===== src/hdl/crcfc_pkg.sv =====
// ----------------------------------------------------------------------------
// crcfc_pkg
// Shared types, constants and the byte-wide CRC-16 update for the frame
// checker.
// ----------------------------------------------------------------------------
package crcfc_pkg;

    localparam logic [15:0] CRC_INIT     = 16'hFFFF;
    localparam logic [15:0] CRC_POLY     = 16'h1021;
    localparam logic [7:0]  OWN_ADDR_RST = 8'h02;
    localparam logic [7:0]  MIN_LEN_RST  = 8'd21;

    // Verdict codes, in the order the checks are made.
    typedef enum logic [2:0] {
        ST_OK         = 3'd0,
        ST_SHORT      = 3'd1,
        ST_CRC_FAIL   = 3'd2,
        ST_WRONG_DEST = 3'd3,
        ST_LEN_SHORT  = 3'd4
    } t_status;

    // Register index on the configuration port.
    typedef enum logic {
        REG_OWN_ADDRESS        = 1'b0,
        REG_MIN_PAYLOAD_LENGTH = 1'b1
    } t_reg_idx;

    typedef struct packed {
        logic [7:0] own_address;
        logic [7:0] min_payload_length;
    } t_cfg;

    typedef struct packed {
        t_status     status;
        logic [7:0]  frame_type;
        logic [15:0] sequence_res;
        logic [7:0]  frame_flags;
        logic [7:0]  payload_length;
        logic [15:0] received_check;
        logic [15:0] computed_check;
        logic [7:0]  destination;
        logic [7:0]  source;
    } t_result;

    // CRC-16/CCITT-FALSE over one byte, MSB first, eight bit steps unrolled.
    function automatic logic [15:0] crc_byte(input logic [15:0] crc_in,
                                             input logic [7:0]  data);
        logic [15:0] c;
        c = crc_in ^ {data, 8'h00};
        for (int k = 0; k < 8; k++) begin
            c = c[15] ? ({c[14:0], 1'b0} ^ CRC_POLY) : {c[14:0], 1'b0};
        end
        return c;
    endfunction

endpackage


===== src/hdl/crcfc_cfg_regs.sv =====
// ----------------------------------------------------------------------------
// crcfc_cfg_regs
// APB-style register file holding the node address and the minimum payload
// length.
// ----------------------------------------------------------------------------
module crcfc_cfg_regs
    import crcfc_pkg::*;
(
    input  logic        i_clk,
    input  logic        i_rst_n,
    input  logic        psel,
    input  logic        penable,
    input  logic        pwrite,
    input  logic [2:0]  paddr,
    input  logic [31:0] pwdata,
    output logic [31:0] prdata,
    output logic        pready,
    output t_cfg        o_cfg
);

    t_cfg     r_cfg;
    t_cfg     n_cfg;
    t_reg_idx w_idx;
    logic     w_wr;

    assign w_idx  = t_reg_idx'(paddr[2]);
    assign w_wr   = psel & penable & pwrite;
    assign pready = 1'b1;

    always_comb begin
        n_cfg = r_cfg;
        if (w_wr) begin
            unique case (w_idx)
                REG_OWN_ADDRESS:        n_cfg.own_address        = pwdata[7:0];
                REG_MIN_PAYLOAD_LENGTH: n_cfg.min_payload_length = pwdata[7:0];
                default:                n_cfg = r_cfg;
            endcase
        end
    end

    always_ff @(posedge i_clk) begin
        if (!i_rst_n) begin
            r_cfg.own_address        <= OWN_ADDR_RST;
            r_cfg.min_payload_length <= MIN_LEN_RST;
        end else begin
            r_cfg <= n_cfg;
        end
    end

    always_comb begin
        unique case (w_idx)
            REG_OWN_ADDRESS:        prdata = {24'd0, r_cfg.own_address};
            REG_MIN_PAYLOAD_LENGTH: prdata = {24'd0, r_cfg.min_payload_length};
            default:                prdata = 32'd0;
        endcase
    end

    assign o_cfg = r_cfg;

endmodule


===== src/hdl/crcfc_frame.sv =====
// ----------------------------------------------------------------------------
// crcfc_frame
// Per-frame state: byte count, running CRC and captured header fields, plus
// the verdict logic for the final byte.
// ----------------------------------------------------------------------------
module crcfc_frame
    import crcfc_pkg::*;
#(
    parameter int PAYLOAD_BYTES = 32
) (
    input  logic       i_clk,
    input  logic       i_rst_n,
    input  logic       i_step,
    input  logic [7:0] i_rx_byte,
    input  logic       i_last_byte,
    input  t_cfg       i_cfg,
    output logic       o_res_valid,
    output t_result    o_res
);

    localparam int LEN_OFS     = 4 + PAYLOAD_BYTES;
    localparam int TOTAL_BYTES = 9 + PAYLOAD_BYTES;
    localparam int CNT_W       = $clog2(TOTAL_BYTES + 1);

    localparam logic [CNT_W-1:0] POS_TYPE  = CNT_W'(0);
    localparam logic [CNT_W-1:0] POS_SEQ_L = CNT_W'(1);
    localparam logic [CNT_W-1:0] POS_SEQ_H = CNT_W'(2);
    localparam logic [CNT_W-1:0] POS_FLAGS = CNT_W'(3);
    localparam logic [CNT_W-1:0] POS_LEN   = CNT_W'(LEN_OFS);
    localparam logic [CNT_W-1:0] POS_CRC_L = CNT_W'(LEN_OFS + 1);
    localparam logic [CNT_W-1:0] POS_CRC_H = CNT_W'(LEN_OFS + 2);
    localparam logic [CNT_W-1:0] POS_DEST  = CNT_W'(LEN_OFS + 3);
    localparam logic [CNT_W-1:0] POS_SRC   = CNT_W'(LEN_OFS + 4);
    localparam logic [CNT_W-1:0] POS_FULL  = CNT_W'(TOTAL_BYTES);

    logic [CNT_W-1:0] r_count, n_count;
    logic [15:0]      r_crc, n_crc;
    logic [7:0]       r_type, n_type;
    logic [15:0]      r_seq, n_seq;
    logic [7:0]       r_flags, n_flags;
    logic [7:0]       r_len, n_len;
    logic [15:0]      r_chk, n_chk;
    logic [7:0]       r_dest, n_dest;
    logic [7:0]       r_src, n_src;
    t_status          w_status;

    // Field capture and CRC update for the byte at the current position.
    always_comb begin
        n_count = r_count;
        n_crc   = r_crc;
        n_type  = r_type;
        n_seq   = r_seq;
        n_flags = r_flags;
        n_len   = r_len;
        n_chk   = r_chk;
        n_dest  = r_dest;
        n_src   = r_src;
        if (r_count < POS_FULL) begin
            if (r_count <= POS_LEN) begin
                n_crc = crc_byte(r_crc, i_rx_byte);
            end
            if (r_count == POS_TYPE)       n_type      = i_rx_byte;
            if (r_count == POS_SEQ_L)      n_seq[7:0]  = i_rx_byte;
            if (r_count == POS_SEQ_H)      n_seq[15:8] = i_rx_byte;
            if (r_count == POS_FLAGS)      n_flags     = i_rx_byte;
            if (r_count == POS_LEN)        n_len       = i_rx_byte;
            if (r_count == POS_CRC_L)      n_chk[7:0]  = i_rx_byte;
            if (r_count == POS_CRC_H)      n_chk[15:8] = i_rx_byte;
            if (r_count == POS_DEST)       n_dest      = i_rx_byte;
            if (r_count == POS_SRC)        n_src       = i_rx_byte;
            n_count = r_count + CNT_W'(1);
        end
    end

    always_comb begin
        priority if (n_count < POS_FULL)            w_status = ST_SHORT;
        else if (n_crc != n_chk)                     w_status = ST_CRC_FAIL;
        else if (n_dest != i_cfg.own_address)        w_status = ST_WRONG_DEST;
        else if (n_len < i_cfg.min_payload_length)   w_status = ST_LEN_SHORT;
        else                                         w_status = ST_OK;
    end

    assign o_res_valid          = i_step & i_last_byte;
    assign o_res.status         = w_status;
    assign o_res.frame_type     = n_type;
    assign o_res.sequence_res   = n_seq;
    assign o_res.frame_flags    = n_flags;
    assign o_res.payload_length = n_len;
    assign o_res.received_check = n_chk;
    assign o_res.computed_check = n_crc;
    assign o_res.destination    = n_dest;
    assign o_res.source         = n_src;

    // A verdict rearms the state for the next frame.
    always_ff @(posedge i_clk) begin
        if (!i_rst_n || (i_step && i_last_byte)) begin
            r_count <= '0;
            r_crc   <= CRC_INIT;
            r_type  <= '0;
            r_seq   <= '0;
            r_flags <= '0;
            r_len   <= '0;
            r_chk   <= '0;
            r_dest  <= '0;
            r_src   <= '0;
        end else if (i_step) begin
            r_count <= n_count;
            r_crc   <= n_crc;
            r_type  <= n_type;
            r_seq   <= n_seq;
            r_flags <= n_flags;
            r_len   <= n_len;
            r_chk   <= n_chk;
            r_dest  <= n_dest;
            r_src   <= n_src;
        end
    end

endmodule


===== src/hdl/crc16_frame_checker_core.sv =====
// ----------------------------------------------------------------------------
// crc16_frame_checker_core
// Checks received frames byte by byte with a CRC-16/CCITT-FALSE and returns
// one verdict item with the captured header fields per frame.
// ----------------------------------------------------------------------------
//
//  Channel  | Direction | Handshake                 | Payload
//  ---------+-----------+---------------------------+------------------------
//  in       | input     | i_in_valid / o_in_stall   | i_rx_byte, i_last_byte
//  out      | output    | o_out_valid / i_out_stall | o_status .. o_source
//  config   | APB write | psel, penable, pwrite     | paddr, pwdata, prdata
//
// One byte item is accepted per cycle while o_in_stall is low. Each item is
// held in the input register, and there the CRC byte update and capture logic
// work on it; a final byte's verdict is then loaded into the output register,
// which offers it as a verdict item once the output register has room for
// it.
// Reset (synchronous, active low) empties both registers, rearms the frame
// state and loads the register defaults (address 0x02, minimum length 21).
// While a verdict waits on a stalled output, non-final bytes keep flowing;
// only a final byte behind it holds in the input register and raises stall.
//
module crc16_frame_checker_core
    import crcfc_pkg::*;
#(
    parameter int PAYLOAD_BYTES = 32
) (
    input  logic        i_clk,
    input  logic        i_rst_n,

    input  logic        i_in_valid,
    output logic        o_in_stall,
    input  logic [7:0]  i_rx_byte,
    input  logic        i_last_byte,

    output logic        o_out_valid,
    input  logic        i_out_stall,
    output logic [2:0]  o_status,
    output logic [7:0]  o_frame_type,
    output logic [15:0] o_sequence_res,
    output logic [7:0]  o_frame_flags,
    output logic [7:0]  o_payload_length,
    output logic [15:0] o_received_check,
    output logic [15:0] o_computed_check,
    output logic [7:0]  o_destination,
    output logic [7:0]  o_source,

    input  logic        psel,
    input  logic        penable,
    input  logic        pwrite,
    input  logic [2:0]  paddr,
    input  logic [31:0] pwdata,
    output logic [31:0] prdata,
    output logic        pready
);

    t_cfg       w_cfg;

    // Input register.
    logic       r_in_valid;
    logic [7:0] r_in_byte;
    logic       r_in_last;

    // Output register.
    logic       r_out_valid;
    t_result    r_out;

    logic       w_out_free;
    logic       w_advance;
    logic       w_step;
    logic       w_accept;
    logic       w_res_valid;
    t_result    w_res;

    crcfc_cfg_regs u_cfg (
        .i_clk   (i_clk),
        .i_rst_n (i_rst_n),
        .psel    (psel),
        .penable (penable),
        .pwrite  (pwrite),
        .paddr   (paddr),
        .pwdata  (pwdata),
        .prdata  (prdata),
        .pready  (pready),
        .o_cfg   (w_cfg)
    );

    // The output register can take a new verdict when it is empty or its
    // current item leaves this cycle.
    assign w_out_free = !r_out_valid || !i_out_stall;
    // Only a final byte needs room in the output register.
    assign w_advance  = !r_in_last || w_out_free;
    assign w_step     = r_in_valid && w_advance;
    assign o_in_stall = r_in_valid && !w_advance;
    assign w_accept   = i_in_valid && !o_in_stall;

    crcfc_frame #(
        .PAYLOAD_BYTES (PAYLOAD_BYTES)
    ) u_frame (
        .i_clk       (i_clk),
        .i_rst_n     (i_rst_n),
        .i_step      (w_step),
        .i_rx_byte   (r_in_byte),
        .i_last_byte (r_in_last),
        .i_cfg       (w_cfg),
        .o_res_valid (w_res_valid),
        .o_res       (w_res)
    );

    always_ff @(posedge i_clk) begin
        if (!i_rst_n) begin
            r_in_valid <= 1'b0;
        end else if (w_accept) begin
            r_in_valid <= 1'b1;
        end else if (w_step) begin
            r_in_valid <= 1'b0;
        end
    end

    always_ff @(posedge i_clk) begin
        if (w_accept) begin
            r_in_byte <= i_rx_byte;
            r_in_last <= i_last_byte;
        end
    end

    always_ff @(posedge i_clk) begin
        if (!i_rst_n) begin
            r_out_valid <= 1'b0;
        end else if (w_out_free) begin
            r_out_valid <= w_res_valid;
        end
    end

    always_ff @(posedge i_clk) begin
        if (w_out_free && w_res_valid) begin
            r_out <= w_res;
        end
    end

    assign o_out_valid      = r_out_valid;
    assign o_status         = r_out.status;
    assign o_frame_type     = r_out.frame_type;
    assign o_sequence_res   = r_out.sequence_res;
    assign o_frame_flags    = r_out.frame_flags;
    assign o_payload_length = r_out.payload_length;
    assign o_received_check = r_out.received_check;
    assign o_computed_check = r_out.computed_check;
    assign o_destination    = r_out.destination;
    assign o_source         = r_out.source;

endmodule


===== config.mk =====
export PLATFORM = sky130hd
export DESIGN_NAME = crc16_frame_checker_core
export DESIGN_NICKNAME = d
export VERILOG_FILES = /design/src/hdl/crcfc_pkg.sv /design/src/hdl/crcfc_cfg_regs.sv /design/src/hdl/crcfc_frame.sv /design/src/hdl/crc16_frame_checker_core.sv
export SDC_FILE = /design/constraint.sdc
export NUM_CORES = 1
export LEC_CHECK = 0
export ABC_AREA = 1
export BUFFER_PORTS_ARGS = -buffer_cell sky130_fd_sc_hd__buf_2
export CAP_MARGIN = 20
export CORE_ASPECT_RATIO = 1.1
export CORE_MARGIN = 4
export CORE_UTILIZATION = 30
export CTS_BUF_LIST = sky130_fd_sc_hd__clkbuf_16
export DETAILED_ROUTE_END_ITERATION = 7
export GPL_ROUTABILITY_DRIVEN = 0
export PLACE_DENSITY = 0.48
export SLEW_MARGIN = 20
export SYNTH_ARGS = -nofsm -noshare
export SYNTH_HDL_FRONTEND = slang
export SYNTH_SLANG_ARGS = --single-unit

===== constraint.sdc =====
create_clock -name i_clk -period 3.3 [get_ports i_clk]
set_clock_uncertainty 0.1 [all_clocks]
set_input_delay 0.825 -clock i_clk [delete_from_list [all_inputs] [get_ports i_clk]]
set_output_delay 0.825 -clock i_clk [all_outputs]
set_load 0.02 [all_outputs]

==> results.yml, run 1 <==
hold_path:
  hp-start: "i_last_byte"
  worstHoldPathCells: 1
  hold-path-endpoint: "r_in_last"
  hold_path.class: "in2reg"
synthesis:
  postSynthAreaPerCell_um2: 8.11
  synth-edff-count: 100
  synthMuxAreaShare_pct: 0
  synth_cell_types: 34
  yosys_warnings: 0
  netlist_instances: 1215
  synth_compound_area_share_pct: 12.8
  synth_area_um2: 9850
  async_flop_share_pct: 0
  seq_area_frac_synth_pct: 53.2
  synth-simple-area-share_pct: 20.4
  synth_top_family_by_area: "simple AND/OR/NAND/NOR gates"
  synth_xor_area_share_pct: 1.42
  ys_ff_latch: 212
  ys.flop_type: "dfxtp_1"
  synth_fa_ha_area_share_pct: 1.52
drt:
  drc: 0
  vias: 7926
  drt_iter0_drc: 452
  antenna_left: 0
  first_pass_iters: 5
  post_drt_wl_per_cell_um: 14.9
  drt-total-wl_mm: 26.6
  vias_per_cell: 4.45
worst_setup_path:
  cp.arrival_ps: 3040
  r2r_end: "o_status[1]"
  worstPathMaxFanout: 15
  worst_setup_path_end_kind: "flip-flop"
  slowest_stage: "nor2_4"
  r2r_slack_ps: 460
  slowest_delay_ps: 390
  r2r-start: "u_frame.r_count[0]"
  cp_data_required_time_ps: 3490
  crit_top_cell: "nand2_1"
  worst-path-buf-inv: 3
  crit_family: "simple AND/OR/NAND/NOR gates"
  crit_path_cell_trace: "inv_1 -> ha_1 -> nand3_1 -> nor2_4 -> nand2_1 -> o21ai_0 -> inv_1 -> nand3_1 -> nand2_1 -> nor2_1 -> nand2_1 -> nor2_2 -> nand3_1 -> nand2_1 -> inv_1"
  worstSetupStartpointType: "flip-flop"
  critPathKind: "reg2reg"
  r2r_cells: 15
power_and_ir_drop:
  swShare_pct: 27.6
  sequentialPowerShare_pct: 47.5
  p_sw_mw: 1.73
  clock_power_share_pct: 39.4
  p_leak_nw: 5.51
  internal-power_mw: 4.55
  p_per_area_nw_per_um2: 542
  irDropWorstVdd_mv: 0.345
  combPwrFrac_pct: 13.2
placed_design:
  place_area_um2: 10800
  numPortBuffers: 125
  hpwl_mm: 18.3
clocking:
  clkTransAtPathRegs_ps: 60
  cts_tree: "done"
  cts_root_buffer: "clkbuf_16"
  clock_latency_ps: 530
  hold_buffers: 0
  cts_buffers: 24
  post_cts_buffers: 0
  cts-resized-gates: 0
  cts_max_level: 1
  cts_buffer_depth: 3
  clock-sinks: 212
global_route:
  grt_pass1_vias: 7304
  antenna_found_initial: 0
  grt_remaining_overflow: 0
  grt_pass1_wl_mm: 41.5
  grt_usage_pct: 14.5
  grt_max_degree: 97
timing:
  min_period_ps: 2840
  finalSetupViolCount: 0
  final-max-slew-violation-count: 0
  tns_ps: 0
  hold_slack_ps: 363
  rsz0062_at_grt: "no"
  slew_headroom_pct: 29.8
  fin_crit_sh_pct: 86.1
  hold_viol: 0
  worst_pin_slew_ps: 1050
  fmax_mhz: 352
layout:
  area_growth_pct: 17.4
  design_area_um2: 11600
  final_cell_mix: "nand2_1, o21ai_0, inv_1, nor2_1, buf_2"
  drive_gt1_share_pct: 14.5
  layout_commonest_cell: "nand2_1"
  n_antenna_cell: 0
  layout.nets: 1400
outcome:
  status: "finished, final reports clean"
floorplan:
  die_height_um: 198
  initial_core_util_pct: 30.4
  dieArea_um2: 35800
  die_w_um: 181
  rows: 69
  io_pins: 177
  core_area_um2: 32400
run:
  maxCapViolCount: 0
-- area by class of cell --
type / count / area, um^2
clock buffers: 24 / 601
clock inverters: 20 / 124
fillers: 3433 / 20800
inverters: 166 / 627
multi-input cells: 788 / 3650
flip-flops and latches: 212 / 5250
well taps: 426 / 533
repair buffers: 145 / 788
-- registers in the layout, summed over array words and instances, names as in the netlist --
name              cells
o_out_valid           1
u_frame.r_len         8
o_frame_flags         8
o_payload_length      8
r_in_valid            1
o_computed_check     16
o_frame_type          8
u_cfg.o_cfg          16
u_frame.r_dest        8
o_received_check     16
r_in_last             1
r_in_byte             8
u_frame.r_seq        16
u_frame.r_src         8
u_frame.r_count       6
o_sequence_res       16
u_frame.r_type        8
o_source              8
u_frame.r_chk        16
u_frame.r_crc        16
o_status              3
u_frame.r_flags       8
o_destination         8
-- logic make-up (layout without fill, tap and decap cells) --
logic type	after synthesis	count (layout)
buf+inv	238	355
simple gates	497	497
compound gates	238	238
xor+xnor	16	16
flops	212	212
other cells	2	25
fa+ha+maj	12	12
-- cell usage after synthesis (5+ instances only) --
master | n | area share [%]
a21oi_1 | 39 | 2.0
ha_1 | 12 | 1.5
o21ai_0 | 163 | 8.3
nand2_1 | 298 | 11
o21ai_1 | 10 | 0.51
buf_1 | 5 | 0.19
clkbuf_1 | 30 | 1.1
edfxtp_1 | 100 | 30
buf_4 | 30 | 2.3
nand3_1 | 55 | 2.8
nor2_1 | 125 | 4.8
dfxtp_1 | 112 | 23
inv_1 | 155 | 5.9
o211ai_1 | 22 | 1.7
clkinv_1 | 8 | 0.30
buf_6 | 5 | 0.57
xor2_1 | 12 | 1.1
-- through the flow --
step / power (mW) / setup slack, ps / util [%] / std cells
final: 6.28 / 458 / 35.7 / 1781
after global placement: 3.86 / 470 / 33.5 / 1737
after floorplan: 3.62 / 112 / - / 1238
after CTS: 6.39 / 449 / 35.7 / 1781
after detailed placement: 3.87 / 466 / 33.5 / 1737
after global routing: 6.62 / 164 / 35.7 / 1781
-- routing by layer --
layer	global-route usage (%)	vias up	part of all wire (%)
met3	2.35	34	5.2
met1	19.7	3601	46
met5	0	-	0
met4	3.81	0	1.9
li1	-	4114	-
met2	24.3	177	46
-- power groups by stage --
stage                     sequential [mW]  clock, mW  combinational [mW]
after detailed placement             3.04          0               0.839
after CTS                            2.98       2.57               0.842
final                                2.98       2.47               0.827
after global placement               3.03          0               0.829
after floorplan                      3.06          0               0.558
after global routing                 2.99       2.68               0.947
-- worst max-delay path by stage --
stage          slack, ps          startpoint  cells after the start     endpoint
2_1_floorplan        110         i_out_stall                      9  o_out_valid
3_3_place_gp         470  u_frame.r_count[0]                     15  o_status[1]
3_5_place_dp         470  u_frame.r_count[0]                     15  o_status[1]
4_1_cts              450  u_frame.r_count[0]                     15  o_status[1]
5_1_grt              160  u_frame.r_count[1]                     15  o_status[1]
6_report             460  u_frame.r_count[0]                     15  o_status[1]
No activity file was read; power rests on OpenSTA's default activity.
==> run 2: changes to the inputs <==
ABC_AREA = default   (was 1)
==> run 2 against run 1 <==
  * Clock power grew 6%
  * Flip-flop and latch count did not move
  * Critical path depth is 4 lower
  * Fmax down 5.8%
  * Worst setup slack got worse by 180 ps
  * Sequential power decreased by 2%
  * Final cell count fell by 19%
  * Combinational power shrank 3.3%
  * Worst hold slack worse by 13 ps
  * Wire length shrank 10%
  * Total power grew 1.1%
  * Core utilization grew 1.4 points
==> results.yml, run 2 <==
clocking:
  cts_tree: "done"
  clkTransAtPathRegs_ps: 60
  cts_buffer_depth: 3
  cts_root_buffer: "clkbuf_16"
  clock-sinks: 212
  cts_buffers: 25
  clock_latency_ps: 520
  cts_max_level: 1
  hold_buffers: 0
placed_design:
  numPortBuffers: 125
  place_inst: 1397
  place_ws_ps: 173
  place_area_um2: 10700
  hpwl_mm: 15.9
layout:
  layout_commonest_cell: "nand2_1"
  area_growth_pct: 20.8
  fin_util_pct: 37.1
  design_area_um2: 11400
  final_cell_mix: "nand2_1, buf_2, dfxtp_1, edfxtp_1, nor2_1"
  layout.nets: 1074
  drive_gt1_share_pct: 26.2
  n_antenna_cell: 0
  fin_cells: 1443
synthesis:
  ys_ff_latch: 212
  synth_cell_types: 52
  synthTopCellsByArea: "edfxtp_1, dfxtp_1, mux2_2, nand2_1, mux2i_1"
  synth-edff-count: 100
  synth_area_um2: 9470
  postSynthAreaPerCell_um2: 10.8
  yosysMostFrequentCell: "nand2_1"
  netlist_instances: 875
  ys.flop_type: "dfxtp_1"
  seq_area_frac_synth_pct: 55.4
  async_flop_share_pct: 0
  synth_area_leader_cell: "edfxtp_1"
  yosys_warnings: 0
  synth_top_area_share_pct: 31.7
  synthTopCellsByCount: "nand2_1, dfxtp_1, edfxtp_1, nor2_1, mux2_2"
floorplan:
  dieArea_um2: 34500
  core_area_um2: 30800
  initial_core_util_pct: 30.7
  rows: 67
  die_height_um: 194
  die_w_um: 177
  io_pins: 177
timing:
  hold_viol: 0
  worst_pin_slew_ps: 826
  rsz0062_at_grt: "no"
  finalSetupViolCount: 0
  hold_slack_ps: 350
  final.setup.worst_slack_ps: 283
  final-max-slew-violation-count: 0
  min_period_ps: 3020
  slew_headroom_pct: 44.8
  fmax_mhz: 331
  fin_crit_sh_pct: 91.4
  tns_ps: 0
worst_setup_path:
  critPathKind: "reg2reg"
  worst_setup_path_end_kind: "flip-flop"
  cp_data_required_time_ps: 3470
  worstSetupStartpointType: "flip-flop"
  cp.arrival_ps: 3190
  worstPathMaxFanout: 19
  r2r-start: "u_frame.r_count[0]"
  crit_start: "u_frame.r_count[0]"
hold_path:
  hold_path.class: "reg2reg"
  hp-start: "u_frame.r_seq[7]"
drt:
  antenna_left: 0
  vias: 6484
  first_pass_iters: 4
  drt_iter0_drc: 390
  vias_per_cell: 4.49
  drt-total-wl_mm: 23.9
  post_drt_wl_per_cell_um: 16.6
  drc: 0
outcome:
  status: "finished, final reports clean"
global_route:
  grt_remaining_overflow: 0
  grt_max_degree: 105
  grt_pass1_wl_mm: 36.9
  grt_usage_pct: 13.4
  grt_pass1_vias: 6291
  antenna_found_initial: 0
power_and_ir_drop:
  p_leak_nw: 4.73
  power_mw: 6.35
  p_per_area_nw_per_um2: 554
  irDropWorstVdd_mv: 0.273
run:
  maxCapViolCount: 0
## run 2: cell count changes after synthesis, sizes merged, moves of 8 or more
| cell | before | now |
|---|---|---|
| a211oi | 1 | 26 |
| inv | 158 | 50 |
| nand3 | 57 | 12 |
| o211ai | 22 | 13 |
| xnor2 | 4 | 26 |
| a21boi | 0 | 13 |
| o21ai | 174 | 9 |
| nor2 | 130 | 64 |
| xor2 | 12 | 20 |
| mux2i | 0 | 34 |
| clkinv | 8 | 0 |
| mux2 | 0 | 58 |
| nand2 | 303 | 135 |
## run 2: final cells by class
class | instances | area [um^2]
Timing Repair Buffer | 162 | 966
Sequential cell | 212 | 5250
Tap cell | 414 | 518
Multi-Input combinational cell | 560 | 3740
Clock buffer | 25 | 626
Clock inverter | 20 | 158
Inverter | 50 | 191
Fill cell | 3166 | 19400
## run 2: kinds of logic after synthesis
kind of cell	count (synthesis)	share of synthesized area, %
xor gates and xnor gates	53	5.92
adders and majority gates	12	1.58
AOI/OAI and AO/OA	123	8.43
buffers and inverters	126	6.23
DFF	212	55.4
muxes	92	10.6
and+or+nand+nor	255	11.8
other	2	0.0793
## run 2: metal layers
layer,GRT usage (%),routed length [um]
met5,0,0
met4,3.55,462
met2,21.9,11100
met3,2.60,1330
met1,18.3,11000
## run 2: final timing paths
check,to,slack [ps],depth (start not counted)
worst min register to register,u_frame.r_seq[7],350,2
worst max register to register,o_status[1],280,11
worst min-delay path,u_frame.r_seq[7],350,2
worst max-delay path,o_status[1],280,11
## run 2: report_power, final
group | leakage, nW | switching (mW) | internal [mW]
combinational | 2.47 | 0.486 | 0.314
clock | 0.404 | 1.08 | 1.54
sequential | 1.86 | 0.0549 | 2.87
total | 4.73 | 1.62 | 4.72
## run 2: timing repair
item / 4_1_cts / 5_1_grt
buffers inserted: 0 / 1
resized for setup: 0 / 2
endpoints found under the setup margin: 0 / 1
## run 2: worst max-delay path, stage by stage, from the launching register on
cell and delay, ps:
dfxtp_1 360, inv_1 170, ha_1 200, nor2b_1 70
o31ai_2 260, buf_12 210, mux2i_1 350, xor2_1 110
nor4_1 390, nand4_1 140, buf_4 180, o31a_1 230
==> run 3: changes to the inputs <==
CAP_MARGIN = default   (was 20)
CORE_UTILIZATION = 38   (was 30)
PLACE_DENSITY = 0.58   (was 0.48)
SKIP_CTS_REPAIR_TIMING = 1   (was default)
==> run 3 against run 2 <==
  * Clock power is 6% lower
  * Cell area fell by 0.71%
  * Total power decreased by 1.8%
  * Combinational power increased by 4.1%
  * Largest cell class unchanged
==> results.yml, run 3 (synthesis gave the netlist of run 2 again) <==
placed_design:
  numPortBuffers: 125
  hpwl_mm: 15.3
  place_ws_ps: 72.1
worst_setup_path:
  worstPathMaxFanout: 8
  r2r_end: "o_status[1]"
  r2r_slack_ps: 250
  critPathKind: "reg2reg"
  worst_setup_path_end_kind: "flip-flop"
  cp.arrival_ps: 3220
  r2r-start: "u_frame.r_count[1]"
  worstSetupStartpointType: "flip-flop"
  cp_data_required_time_ps: 3470
  r2r_cells: 10
floorplan:
  dieArea_um2: 27500
  io_pins: 177
  die_w_um: 159
  initial_core_util_pct: 38.7
  core_area_um2: 24500
  rows: 60
  die_height_um: 174
timing:
  final-max-slew-violation-count: 0
  tns_ps: 0
  final.setup.worst_slack_ps: 249
  fmax_mhz: 328
  worst_pin_slew_ps: 799
  min_period_ps: 3050
  fin_crit_sh_pct: 92.4
  hold_viol: 0
  hold_slack_ps: 351
  rsz0062_at_grt: "no"
  finalSetupViolCount: 0
  slew_headroom_pct: 46.0
hold_path:
  worstHoldPathCells: 2
  hp-start: "u_frame.r_len[4]"
  hold-path-endpoint: "u_frame.r_len[4]"
  hold_path.class: "reg2reg"
clocking:
  cts_buffers: 24
  cts_max_level: 1
  clkTransAtPathRegs_ps: 60
  cts_root_buffer: "clkbuf_16"
  clock-sinks: 212
  cts_buffer_depth: 3
  clock_latency_ps: 520
  cts_tree: "done"
drt:
  drt-total-wl_mm: 22.5
  vias: 6574
  first_pass_iters: 5
  antenna_left: 0
  vias_per_cell: 4.87
  drc: 0
  post_drt_wl_per_cell_um: 16.7
  drt_iter0_drc: 313
outcome:
  status: "finished, final reports clean"
global_route:
  grt_remaining_overflow: 0
  grt_pass1_vias: 6295
  grt_max_degree: 64
  antenna_found_initial: 0
  grt_usage_pct: 16.0
  grt_pass1_wl_mm: 35.0
layout:
  final_cell_mix: "nand2_1, buf_2, dfxtp_1, edfxtp_1, nor2_1"
  area_growth_pct: 20.0
  layout.nets: 1085
  fin_util_pct: 46.4
  layout_commonest_cell: "nand2_1"
  drive_gt1_share_pct: 26.4
  n_antenna_cell: 0
power_and_ir_drop:
  p_leak_nw: 4.78
  power_mw: 6.23
  irDropWorstVdd_mv: 0.287
  p_per_area_nw_per_um2: 548
run:
  maxCapViolCount: 0
run 3: changes by cell type in the layout (fill, tap and decap cells not counted), moves of 2 or more:
cell | previous run | this run
buf_4 | 32 | 44
inv_1 | 54 | 59
clkinv_4 | 4 | 0
clkinv_2 | 5 | 3
clkinvlp_4 | 2 | 4
run 3: layout make-up:
cell class / instances / area, um^2
Sequential cell: 212 / 5250
Tap cell: 310 / 388
Timing Repair Buffer: 174 / 1060
Fill cell: 2328 / 13100
Multi-Input combinational cell: 560 / 3750
Clock inverter: 19 / 113
Inverter: 50 / 191
Clock buffer: 25 / 626
run 3: through the flow:
stage | instance area [um^2] | cells
global placement | 10600 | 1306
global route | 11400 | 1350
CTS | 11400 | 1350
finish | 11400 | 1350
detailed placement | 10600 | 1306
floorplan | 9560 | 898
run 3: worst max-delay path, cell delays in order (launching register included):
cell     delay (ps)
dfxtp_1         310
inv_1            70
ha_1            170
nor2b_1          90
o31ai_4         400
buf_4           280
mux2i_1         330
xor2_1          110
nor4_1          340
nand4_1         300
o31a_1          310
run 3: worst max-delay path by stage:
stage                       start                  end  cells past startpoint
2_1_floorplan         i_out_stall  o_computed_check[0]                      5
3_3_place_gp   u_frame.r_count[1]          o_status[1]                     10
3_5_place_dp   u_frame.r_count[0]          o_status[1]                     10
4_1_cts        u_frame.r_count[1]          o_status[1]                     10
5_1_grt        u_frame.r_count[1]          o_status[1]                     10
6_report       u_frame.r_count[1]          o_status[1]                     10
run 3: routing by layer:
layer / wire, um / track usage, % / vias up
met2: 11000 / 26.7 / 162
met3: 1210 / 2.80 / 33
met1: 9870 / 21.6 / 3114
li1: - / - / 3265
met5: 0 / 0 / -
met4: 411 / 4.05 / 0
run 3: power by group:
group	internal (mW)	switching [mW]	total [mW]
Clock	1.44	1.03	2.47
Combinational	0.347	0.485	0.833
Sequential	2.87	0.0535	2.93
Total	4.66	1.57	6.23
